### src/rtl/ppt_pkg.sv
// Package for the point-in-polygon crossings test unit.
// Holds sizing constants, item codes and the controller/datapath command types.
// No dependencies; all other files but ppt_ram refer to it by scoped names.
`timescale 1ns / 1ps

package ppt_pkg;

  // Sizing of the vertex store and the coordinates.
  localparam int MAX_VERTICES = 64;
  localparam int COORD_BITS   = 16;
  localparam int IDX_W        = $clog2(MAX_VERTICES);
  localparam int CNT_W        = $clog2(MAX_VERTICES + 1);
  localparam int VERT_W       = 2 * COORD_BITS;

  // Arithmetic widths of the crossing test.
  localparam int DIFF_W = COORD_BITS + 1;
  localparam int PROD_W = 2 * DIFF_W;
  localparam int NUM_W  = PROD_W + 1;

  // A polygon needs at least this many vertices to enclose anything.
  localparam int POLY_MIN = 3;

  // Item codes on the mode field.
  localparam logic MODE_APPEND = 1'b0;
  localparam logic MODE_TEST   = 1'b1;

  // Commands from the controller to the datapath.
  typedef struct packed {
    logic             append;       // store the incoming vertex
    logic             restart;      // append starts a new polygon
    logic             start_test;   // latch the test point, clear the parity
    logic             rd_en;        // read one vertex from the store
    logic             rd_prime;     // this read only seeds the previous vertex
    logic [IDX_W-1:0] rd_addr;
    logic             load_result;  // move the parity into the output register
  } ppt_cmd_t;

  // Status from the datapath to the controller.
  typedef struct packed {
    logic [CNT_W-1:0] vertex_total;
  } ppt_stat_t;

endpackage

### src/rtl/ppt_in_if.sv
// Input channel of the point-in-polygon test unit: valid/ready plus one item.
// Depends on ppt_pkg for the coordinate width.
`timescale 1ns / 1ps

interface ppt_in_if;
  logic                                  valid;
  logic                                  ready;
  logic                                  mode;
  logic                                  start_new;
  logic signed [ppt_pkg::COORD_BITS-1:0] coord_x;
  logic signed [ppt_pkg::COORD_BITS-1:0] coord_y;

  modport source (output valid, output mode, output start_new, output coord_x,
                  output coord_y, input ready);
  modport sink (input valid, input mode, input start_new, input coord_x,
                input coord_y, output ready);
endinterface

### src/rtl/ppt_out_if.sv
// Output channel of the point-in-polygon test unit: valid/ready plus one result.
// Depends on ppt_pkg for the vertex count width.
`timescale 1ns / 1ps

interface ppt_out_if;
  logic                         valid;
  logic                         ready;
  logic                         inside_res;
  logic [ppt_pkg::CNT_W-1:0]    vertices_used;
  logic                         overflowed;

  modport source (output valid, output inside_res, output vertices_used,
                  output overflowed, input ready);
  modport sink (input valid, input inside_res, input vertices_used,
                input overflowed, output ready);
endinterface

### src/rtl/ppt_ram.sv
// Generic single-write, single-read RAM with a registered read port.
// No dependencies; contents are undefined until written.
`timescale 1ns / 1ps

module ppt_ram #(
  parameter int WIDTH = 32,
  parameter int DEPTH = 64
) (
  input  logic                     clk_i,
  input  logic                     we_i,
  input  logic [$clog2(DEPTH)-1:0] waddr_i,
  input  logic [WIDTH-1:0]         wdata_i,
  input  logic                     re_i,
  input  logic [$clog2(DEPTH)-1:0] raddr_i,
  output logic [WIDTH-1:0]         rdata_o
);

  logic [WIDTH-1:0] mem_q [DEPTH];
  logic [WIDTH-1:0] rdata_q;

  // Write port and registered read port.
  always_ff @(posedge clk_i) begin
    if (we_i) begin
      mem_q[waddr_i] <= wdata_i;
    end
    if (re_i) begin
      rdata_q <= mem_q[raddr_i];
    end
  end

  assign rdata_o = rdata_q;

endmodule

### src/rtl/ppt_dp.sv
// Datapath of the point-in-polygon test unit: vertex store, vertex count,
// overflow flag, the two-stage edge crossing pipeline and the result register.
// Depends on ppt_pkg and ppt_ram.
`timescale 1ns / 1ps

module ppt_dp (
  input  logic                                  clk_i,
  input  logic                                  rst_ni,
  input  ppt_pkg::ppt_cmd_t                     cmd_i,
  input  logic signed [ppt_pkg::COORD_BITS-1:0] coord_x_i,
  input  logic signed [ppt_pkg::COORD_BITS-1:0] coord_y_i,
  output ppt_pkg::ppt_stat_t                    stat_o,
  output logic                                  inside_res_o,
  output logic [ppt_pkg::CNT_W-1:0]             vertices_used_o,
  output logic                                  overflowed_o
);

  localparam int CW = ppt_pkg::COORD_BITS;
  localparam int DW = ppt_pkg::DIFF_W;
  localparam int PW = ppt_pkg::PROD_W;
  localparam int NW = ppt_pkg::NUM_W;

  logic [ppt_pkg::CNT_W-1:0]  total_q, total_d;
  logic                       overflow_q, overflow_d;
  logic                       ram_we;
  logic [ppt_pkg::IDX_W-1:0]  ram_waddr;
  logic [ppt_pkg::VERT_W-1:0] ram_rdata;

  // Vertex count and sticky overflow; start_new always leaves room.
  always_comb begin
    total_d    = total_q;
    overflow_d = overflow_q;
    ram_we     = 1'b0;
    ram_waddr  = total_q[ppt_pkg::IDX_W-1:0];
    if (cmd_i.append) begin
      if (cmd_i.restart) begin
        ram_we    = 1'b1;
        ram_waddr = '0;
        total_d   = ppt_pkg::CNT_W'(1);
      end else if (total_q < ppt_pkg::CNT_W'(ppt_pkg::MAX_VERTICES)) begin
        ram_we  = 1'b1;
        total_d = total_q + ppt_pkg::CNT_W'(1);
      end else begin
        overflow_d = 1'b1;
      end
    end
  end

  always_ff @(posedge clk_i or negedge rst_ni) begin
    if (!rst_ni) begin
      total_q    <= '0;
      overflow_q <= 1'b0;
    end else begin
      total_q    <= total_d;
      overflow_q <= overflow_d;
    end
  end

  assign stat_o.vertex_total = total_q;

  // Vertex store, x in the upper half and y in the lower half of a word.
  ppt_ram #(
    .WIDTH (ppt_pkg::VERT_W),
    .DEPTH (ppt_pkg::MAX_VERTICES)
  ) u_store (
    .clk_i   (clk_i),
    .we_i    (ram_we),
    .waddr_i (ram_waddr),
    .wdata_i ({coord_x_i, coord_y_i}),
    .re_i    (cmd_i.rd_en),
    .raddr_i (cmd_i.rd_addr),
    .rdata_o (ram_rdata)
  );

  // Test point, latched when a test transaction is taken.
  logic signed [CW-1:0] tx_q, ty_q;

  always_ff @(posedge clk_i) begin
    if (cmd_i.start_test) begin
      tx_q <= coord_x_i;
      ty_q <= coord_y_i;
    end
  end

  // Tags that follow each read through the RAM output register.
  logic a_valid_q, a_prime_q;

  always_ff @(posedge clk_i or negedge rst_ni) begin
    if (!rst_ni) begin
      a_valid_q <= 1'b0;
      a_prime_q <= 1'b0;
    end else begin
      a_valid_q <= cmd_i.rd_en;
      a_prime_q <= cmd_i.rd_prime;
    end
  end

  // Current vertex from the store; the previous one is held in registers.
  logic signed [CW-1:0] x1, y1;
  logic signed [CW-1:0] x0_q, y0_q;

  assign x1 = $signed(ram_rdata[ppt_pkg::VERT_W-1:CW]);
  assign y1 = $signed(ram_rdata[CW-1:0]);

  always_ff @(posedge clk_i) begin
    if (a_valid_q) begin
      x0_q <= x1;
      y0_q <= y1;
    end
  end

  // Stage one: straddle and side tests, differences and both products.
  logic                 straddle, right0, right1;
  logic signed [DW-1:0] dy, dx, rx1, ry1;
  logic signed [PW-1:0] p1, p2;

  always_comb begin
    straddle = (y0_q >= ty_q) != (y1 >= ty_q);
    right0   = x0_q >= tx_q;
    right1   = x1 >= tx_q;
    dy       = DW'(y0_q) - DW'(y1);
    dx       = DW'(x0_q) - DW'(x1);
    rx1      = DW'(x1) - DW'(tx_q);
    ry1      = DW'(y1) - DW'(ty_q);
    p1       = rx1 * dy;
    p2       = ry1 * dx;
  end

  logic                 b_valid_q;
  logic                 b_straddle_q, b_trivial_q, b_trivial_hit_q, b_d_pos_q;
  logic signed [PW-1:0] b_p1_q, b_p2_q;

  always_ff @(posedge clk_i or negedge rst_ni) begin
    if (!rst_ni) begin
      b_valid_q <= 1'b0;
    end else begin
      b_valid_q <= a_valid_q && !a_prime_q;
    end
  end

  always_ff @(posedge clk_i) begin
    b_straddle_q    <= straddle;
    b_trivial_q     <= right0 == right1;
    b_trivial_hit_q <= right0;
    b_d_pos_q       <= (dy != '0) && !dy[DW-1];
    b_p1_q          <= p1;
    b_p2_q          <= p2;
  end

  // Stage two: sign-corrected compare of the crossing and parity update.
  logic signed [NW-1:0] num;
  logic                 hit;
  logic                 inside_q;

  always_comb begin
    num = NW'(b_p1_q) - NW'(b_p2_q);
    if (b_trivial_q) begin
      hit = b_trivial_hit_q;
    end else if (b_d_pos_q) begin
      hit = !num[NW-1];
    end else begin
      hit = num[NW-1] || (num == '0);
    end
  end

  always_ff @(posedge clk_i or negedge rst_ni) begin
    if (!rst_ni) begin
      inside_q <= 1'b0;
    end else if (cmd_i.start_test) begin
      inside_q <= 1'b0;
    end else if (b_valid_q && b_straddle_q && hit) begin
      inside_q <= !inside_q;
    end
  end

  // Result register, loaded once the pipeline has drained.
  logic                      res_inside_q;
  logic [ppt_pkg::CNT_W-1:0] res_total_q;
  logic                      res_overflow_q;

  always_ff @(posedge clk_i) begin
    if (cmd_i.load_result) begin
      res_inside_q   <= inside_q;
      res_total_q    <= total_q;
      res_overflow_q <= overflow_q;
    end
  end

  assign inside_res_o    = res_inside_q;
  assign vertices_used_o = res_total_q;
  assign overflowed_o    = res_overflow_q;

endmodule

### src/rtl/ppt_ctrl.sv
// Controller of the point-in-polygon test unit: takes transactions, sequences
// the edge walk through the vertex store and owns the output valid flag.
// Depends on ppt_pkg.
`timescale 1ns / 1ps

module ppt_ctrl (
  input  logic               clk_i,
  input  logic               rst_ni,
  input  logic               in_valid_i,
  input  logic               in_mode_i,
  input  logic               in_start_new_i,
  output logic               in_ready_o,
  input  logic               out_ready_i,
  output logic               out_valid_o,
  input  ppt_pkg::ppt_stat_t stat_i,
  output ppt_pkg::ppt_cmd_t  cmd_o
);

  typedef enum logic [2:0] {
    ST_IDLE,
    ST_PRIME,
    ST_WALK,
    ST_DRAIN,
    ST_DONE
  } state_e;

  state_e                    state_q, state_d;
  logic [ppt_pkg::IDX_W-1:0] idx_q, idx_d;
  logic                      drain_q, drain_d;
  logic                      out_valid_q, out_valid_d;
  logic [ppt_pkg::IDX_W-1:0] last_idx;
  logic                      in_fire, out_free, poly_ok;

  assign last_idx   = ppt_pkg::IDX_W'(stat_i.vertex_total - ppt_pkg::CNT_W'(1));
  assign poly_ok    = stat_i.vertex_total >= ppt_pkg::CNT_W'(ppt_pkg::POLY_MIN);
  assign in_ready_o = state_q == ST_IDLE;
  assign in_fire    = in_valid_i && in_ready_o;
  assign out_free   = !out_valid_q || out_ready_i;
  assign out_valid_o = out_valid_q;

  // Next state, counters and the commands for this cycle.
  always_comb begin
    state_d     = state_q;
    idx_d       = idx_q;
    drain_d     = drain_q;
    out_valid_d = out_valid_q && !out_ready_i;
    cmd_o       = '0;
    case (state_q)
      ST_IDLE: begin
        if (in_fire) begin
          if (in_mode_i == ppt_pkg::MODE_APPEND) begin
            cmd_o.append  = 1'b1;
            cmd_o.restart = in_start_new_i;
          end else begin
            cmd_o.start_test = 1'b1;
            state_d          = poly_ok ? ST_PRIME : ST_DONE;
          end
        end
      end
      ST_PRIME: begin
        // The walk starts with the edge from the last vertex to the first.
        cmd_o.rd_en    = 1'b1;
        cmd_o.rd_prime = 1'b1;
        cmd_o.rd_addr  = last_idx;
        idx_d          = '0;
        state_d        = ST_WALK;
      end
      ST_WALK: begin
        cmd_o.rd_en   = 1'b1;
        cmd_o.rd_addr = idx_q;
        if (idx_q == last_idx) begin
          drain_d = 1'b0;
          state_d = ST_DRAIN;
        end else begin
          idx_d = idx_q + ppt_pkg::IDX_W'(1);
        end
      end
      ST_DRAIN: begin
        // Waits for the last edge to pass both pipeline stages.
        drain_d = 1'b1;
        if (drain_q) begin
          state_d = ST_DONE;
        end
      end
      ST_DONE: begin
        if (out_free) begin
          cmd_o.load_result = 1'b1;
          out_valid_d       = 1'b1;
          state_d           = ST_IDLE;
        end
      end
      default: begin
        state_d = ST_IDLE;
      end
    endcase
  end

  // State and registered outputs.
  always_ff @(posedge clk_i or negedge rst_ni) begin
    if (!rst_ni) begin
      state_q     <= ST_IDLE;
      idx_q       <= '0;
      drain_q     <= 1'b0;
      out_valid_q <= 1'b0;
    end else begin
      state_q     <= state_d;
      idx_q       <= idx_d;
      drain_q     <= drain_d;
      out_valid_q <= out_valid_d;
    end
  end

  // A result is never loaded over one that is still waiting.
  assert property (@(posedge clk_i) disable iff (!rst_ni)
    cmd_o.load_result |-> (!out_valid_q || out_ready_i))
    else $error("result loaded over a pending result");

  // Every read stays below the vertex count.
  assert property (@(posedge clk_i) disable iff (!rst_ni)
    cmd_o.rd_en |-> (ppt_pkg::CNT_W'(cmd_o.rd_addr) < stat_i.vertex_total))
    else $error("vertex read beyond the polygon");

  // The edge walk only runs on a real polygon.
  assert property (@(posedge clk_i) disable iff (!rst_ni)
    (state_q == ST_WALK) |-> poly_ok)
    else $error("edge walk on a degenerate polygon");

  // A test transaction moves on to the walk or straight to the result.
  assert property (@(posedge clk_i) disable iff (!rst_ni)
    (in_fire && in_mode_i == ppt_pkg::MODE_TEST) |=>
      (state_q == ST_PRIME || state_q == ST_DONE))
    else $error("test transaction not started");

endmodule

### src/rtl/point_in_polygon_test_unit.sv
// Point-in-polygon crossings test unit. Appends are taken one per cycle while idle.
// Test on N >= 3 vertices: the result is set by the edge walk at one vertex read
// per cycle from the vertex store port and is registered once the output is free;
// next item taken the cycle after the result is registered. N <= 2: no walk.
// Reset clears control, the vertex count and the overflow flag; the vertex
// store is not cleared and only entries below the count are read.
// Depends on ppt_pkg, ppt_in_if, ppt_out_if, ppt_ctrl and ppt_dp.
`timescale 1ns / 1ps

module point_in_polygon_test_unit (
  input  logic      clk_i,
  input  logic      rst_ni,
  ppt_in_if.sink    in_i,
  ppt_out_if.source out_o
);

  ppt_pkg::ppt_cmd_t  cmd;
  ppt_pkg::ppt_stat_t stat;

  // Sequencer.
  ppt_ctrl u_ctrl (
    .clk_i          (clk_i),
    .rst_ni         (rst_ni),
    .in_valid_i     (in_i.valid),
    .in_mode_i      (in_i.mode),
    .in_start_new_i (in_i.start_new),
    .in_ready_o     (in_i.ready),
    .out_ready_i    (out_o.ready),
    .out_valid_o    (out_o.valid),
    .stat_i         (stat),
    .cmd_o          (cmd)
  );

  // Store and crossing arithmetic.
  ppt_dp u_dp (
    .clk_i           (clk_i),
    .rst_ni          (rst_ni),
    .cmd_i           (cmd),
    .coord_x_i       (in_i.coord_x),
    .coord_y_i       (in_i.coord_y),
    .stat_o          (stat),
    .inside_res_o    (out_o.inside_res),
    .vertices_used_o (out_o.vertices_used),
    .overflowed_o    (out_o.overflowed)
  );

endmodule

### src/flat_wrapper.sv
// flat-port wrapper written by rule: the top's interface ports become plain ports
module point_in_polygon_test_unit_flat 
  (clk_i, rst_ni, in_i_valid, in_i_mode, in_i_start_new, in_i_coord_x, in_i_coord_y, in_i_ready, out_o_valid, out_o_inside_res, out_o_vertices_used, out_o_overflowed, out_o_ready);
  ppt_in_if in_i_i ();
  ppt_out_if out_o_i ();
  input  logic clk_i;
  input  logic rst_ni;
  input wire logic [$bits(in_i_i.valid)-1:0] in_i_valid;
  input wire logic [$bits(in_i_i.mode)-1:0] in_i_mode;
  input wire logic [$bits(in_i_i.start_new)-1:0] in_i_start_new;
  input wire logic [$bits(in_i_i.coord_x)-1:0] in_i_coord_x;
  input wire logic [$bits(in_i_i.coord_y)-1:0] in_i_coord_y;
  output wire logic [$bits(in_i_i.ready)-1:0] in_i_ready;
  output wire logic [$bits(out_o_i.valid)-1:0] out_o_valid;
  output wire logic [$bits(out_o_i.inside_res)-1:0] out_o_inside_res;
  output wire logic [$bits(out_o_i.vertices_used)-1:0] out_o_vertices_used;
  output wire logic [$bits(out_o_i.overflowed)-1:0] out_o_overflowed;
  input wire logic [$bits(out_o_i.ready)-1:0] out_o_ready;
  assign in_i_i.valid = in_i_valid;
  assign in_i_i.mode = in_i_mode;
  assign in_i_i.start_new = in_i_start_new;
  assign in_i_i.coord_x = in_i_coord_x;
  assign in_i_i.coord_y = in_i_coord_y;
  assign in_i_ready = in_i_i.ready;
  assign out_o_valid = out_o_i.valid;
  assign out_o_inside_res = out_o_i.inside_res;
  assign out_o_vertices_used = out_o_i.vertices_used;
  assign out_o_overflowed = out_o_i.overflowed;
  assign out_o_i.ready = out_o_ready;
  point_in_polygon_test_unit u_core (.clk_i(clk_i), .rst_ni(rst_ni), .in_i(in_i_i), .out_o(out_o_i));
endmodule
### config.mk
export PLATFORM = sky130hd
export DESIGN_NAME = point_in_polygon_test_unit_flat
export DESIGN_NICKNAME = d
export VERILOG_FILES = /design/src/rtl/ppt_pkg.sv /design/src/rtl/ppt_in_if.sv /design/src/rtl/ppt_out_if.sv /design/src/rtl/ppt_ram.sv /design/src/rtl/ppt_dp.sv /design/src/rtl/ppt_ctrl.sv /design/src/rtl/point_in_polygon_test_unit.sv /design/src/flat_wrapper.sv
export SDC_FILE = /design/constraint.sdc
export NUM_CORES = 2
export LEC_CHECK = 0
export ABC_AREA = 0
export BUFFER_PORTS_ARGS = -buffer_cell sky130_fd_sc_hd__buf_2
export CAP_MARGIN = 20
export CORE_MARGIN = 2
export CORE_UTILIZATION = 36
export DETAILED_ROUTE_END_ITERATION = 6
export GPL_TIMING_DRIVEN = 0
export PLACE_DENSITY = 0.48
export SYNTH_ARGS = -nofsm -noshare
export SYNTH_HDL_FRONTEND = slang
export SYNTH_SLANG_ARGS = --single-unit
### constraint.sdc
create_clock -name clk_i -period 8.55 [get_ports clk_i]
set_clock_uncertainty 0.05 [all_clocks]
set_input_delay 1.71 -clock clk_i [delete_from_list [all_inputs] [get_ports clk_i]]
set_output_delay 1.71 -clock clk_i [all_outputs]
set_load 0.02 [all_outputs]
==> results_dict.tcl <==
set metrics [dict create \
    pre_cts_slack_ns -2.48 \
    min_period_ns 9.11 \
    crit_family "adder cells" \
    synth_xor_xnor_area_share_pct 1.14 \
    cp-endpoint "u_core.u_dp.b_p1_q[33]" \
    async_reset_ff_share_pct 1.02 \
    slowest_stage "fa_1" \
    path_clk_slew_ns 0.06 \
    slowest_delay_ns 0.57 \
    drt_iter0_drc 5693 \
    synth_edf_count 2153 \
    fmaxAchievable_mhz 110 \
    drt-vias-per-instance 5.28 \
    cts_tree "yes" \
    grt_max_degree 66 \
    core-area_sq_um 309000 \
    cp_max_fo 3 \
    hpwlAfterDp_um 246000 \
    gp_congestion 0.942 \
    worst_r2r_endpoint "u_core.u_dp.b_p1_q[33]" \
    ant_nets 0 \
    drt_wl_total_um 341000 \
    avgSynthCellArea_sq_um 15.4 \
    synthAdderAreaFrac_pct 14.1 \
    crit_cells 39 \
    syn_to_final_growth_pct 17.7 \
    synth-simple-area-share_pct 6.31 \
    slew-limit-headroom_pct 17.4 \
    run_status "finished, violations left" \
    regToRegSetupSlack_ns -0.56 \
    critPathKind "reg -> reg" \
    r2r_start "u_core.u_dp.u_store.rdata_o[16]" \
    final_cells 12198 \
    vias 64368 \
    grt-ovfl-total 0 \
    rsz0062_at_grt "yes" \
    ctsHoldBuffers 0 \
    arrival_ns 9.85 \
    syn_nets 8212 \
    cts_made_buffers 262 \
    fillers 27954 \
    fin_crit_sh_pct 107 \
    rows 204 \
    cp-end-kind "flip-flop" \
    grt_pass1_wl_um 487000 \
    postSynthCellCount 7272 \
    placed_cells 11564 \
    violations "setup timing" \
    clkLatencyLatePin_ns 0.90 \
    clock_sinks 2248 \
    start_kind "flip-flop" \
    rr_worst_depth 39 \
    antenna_found_initial 11 \
    nets 8805 \
    start_util_pct 36.2 \
    grt_pass1_vias 66959 \
    hold_viol_final 0 \
    pin_count 49 \
    tightest_slew_ns 1.23 \
    setup_violations 16 \
    synth_seq_cells 2248 \
    ys_warn_count 0 \
    fin_tns_setup_ns -4.25 \
    design_area_sq_um 132000 \
    clockBufferDepth 4 \
    placed_area_sq_um 121000 \
    crit_path_frequent_cell "fa_1" \
    synth.mux.area_fraction_pct 10.4 \
    synth_top_family_by_area "adder cells" \
    path_buf_inv 8 \
    die_y_um 562 \
    critPathLaunch "u_core.u_dp.u_store.rdata_o[16]" \
    synthFlopType "edfxtp_1" \
    dieArea_sq_um 316000 \
    seq_area_frac_synth_pct 59.5 \
    synth_compound_area_share_pct 4.96 \
    synth.distinct_cells 86 \
    htree_levels 5 \
    final_common_cell "edfxtp_1" \
    cap_violations 0 \
    drc 0 \
    mostFrequentLayoutCells "edfxtp_1, inv_1, nand2_1, fa_1, mux4_2" \
    syn_area_sq_um 112000 \
    dr.pass1.iters 5 \
    drive_gt1_share_pct 21.0 \
    wl_per_cell_um 28.0 \
    grt_usage_pct 21.5 \
    required_ns 9.29 \
    fin_ws_ns -0.556 \
    die_w_um 562 \
    place.port_buffers 48 \
    drv_slew 0 \
    hp-class "reg -> reg" \
    root_buffer "clkbuf_16" \
]
## layout make-up
class,count,area (sq um),share of cell area [%]
clock buffer,316,6930,5.25
sequential,2248,66700,50.5
inverter,754,2830,2.15
multi-input combinational,3949,43500,33.0
timing repair buffer,337,4070,3.09
buffer,313,1490,1.13
clock inverter,147,1250,0.946
tap,4120,5150,3.91
antenna,14,35.0,0.0266
## metal layers
| metal | track usage (%) | up-vias | routed length [um] | part of all wire (%) |
|---|---|---|---|---|
| li1 | - | 28003 | - | - |
| met1 | 29.3 | 34016 | 147000 | 43 |
| met2 | 35.3 | 1854 | 163000 | 48 |
| met3 | 2.80 | 493 | 17400 | 5.1 |
| met4 | 7.37 | 2 | 13400 | 3.9 |
| met5 | 0 | - | 20 | 0.0059 |
## stage by stage
stage / hold WS, ns / utilization [%]
after CTS: 0.426 / 42.3
after global placement: 0.432 / 38.0
after global routing: 0.416 / 42.6
after floorplan: 0.328 / -
after detailed placement: 0.436 / 39.0
final: 0.422 / 42.6
## cell usage after synthesis, types with 19 or more instances
| library cell | count | area, sq um |
|---|---|---|
| a211oi_1 | 174 | 1310 |
| a21o_1 | 44 | 330 |
| a21oi_1 | 182 | 911 |
| a311oi_1 | 67 | 587 |
| a31oi_1 | 93 | 582 |
| and2_0 | 19 | 119 |
| and2_1 | 137 | 857 |
| and3_1 | 24 | 150 |
| buf_1 | 37 | 139 |
| buf_2 | 70 | 350 |
| clkbuf_1 | 214 | 803 |
| dfrtp_1 | 23 | 576 |
| dfxtp_1 | 72 | 1440 |
| edfxtp_1 | 2153 | 64700 |
| fa_1 | 597 | 12000 |
| ha_1 | 305 | 3820 |
| inv_1 | 753 | 2830 |
| mux4_2 | 512 | 11500 |
| nand2_1 | 631 | 2370 |
| nand2b_1 | 45 | 282 |
| nand3_1 | 54 | 270 |
| nand4_1 | 29 | 181 |
| nor2_1 | 424 | 1590 |
| nor2b_1 | 55 | 344 |
| nor3_1 | 57 | 285 |
| o21a_1 | 27 | 203 |
| o21ai_0 | 78 | 390 |
| or2_2 | 32 | 200 |
| or3_1 | 21 | 131 |
| xnor2_1 | 102 | 893 |
| xor2_1 | 44 | 385 |
## state kept, by name, indices dropped and copies added (netlist names), 3 cells and up
| name | count |
|---|---|
| u_core.u_dp.u_store.mem_q | 2048 |
| u_core.u_dp.b_p1_q | 34 |
| u_core.u_dp.b_p2_q | 34 |
| u_core.u_dp.u_store.rdata_o | 32 |
| u_core.u_dp.tx_q | 16 |
| u_core.u_dp.ty_q | 16 |
| u_core.u_dp.x0_q | 16 |
| u_core.u_dp.y0_q | 16 |
| u_core.u_dp.stat_o | 7 |
| u_core.u_dp.vertices_used_o | 7 |
| u_core.u_ctrl.idx_q | 6 |
| u_core.u_ctrl.state_q | 3 |
## worst register-to-register path, delay by kind of cell (launching register included)
| family | cells | cell delay [ns] |
|---|---|---|
| fa+ha+maj | 9 | 4.06 |
| compound gates | 16 | 3.22 |
| buf+inv | 8 | 0.56 |
| simple gates | 5 | 0.52 |
| flops | 1 | 0.49 |
| xor+xnor | 1 | 0.14 |
## kinds of logic after synthesis
| logic type | Yosys count |
|---|---|
| and+or+nand+nor | 1567 |
| muxes | 522 |
| buffers and inverters | 1075 |
| xor gates and xnor gates | 146 |
| adders and majority gates | 902 |
| AOI/OAI and AO/OA | 812 |
| DFF | 2248 |
## how the worst min path moves through the flow
stage,start,endpoint,slack [ns],cells after the start
floorplan,u_core.u_dp.a_prime_q,u_core.u_dp.b_valid_q,0.33,1
global placement,u_core.u_dp.a_prime_q,u_core.u_dp.b_valid_q,0.43,1
detailed placement,u_core.u_ctrl.drain_q,u_core.u_ctrl.drain_q,0.44,1
CTS,u_core.u_dp.a_prime_q,u_core.u_dp.b_valid_q,0.43,1
global route,u_core.u_dp.a_prime_q,u_core.u_dp.b_valid_q,0.42,1
finish,u_core.u_dp.a_prime_q,u_core.u_dp.b_valid_q,0.42,1
## repair_timing
item,in CTS,in global routing
pin swaps,126,145
setup buffers,102,62
gates cloned,0,2
resized for setup,313,167
endpoints found under the setup margin,38,31
Power is left out: the tool's default activity adds up to more than one toggle a clock period on the data nets, which glitch-free logic cannot reach.
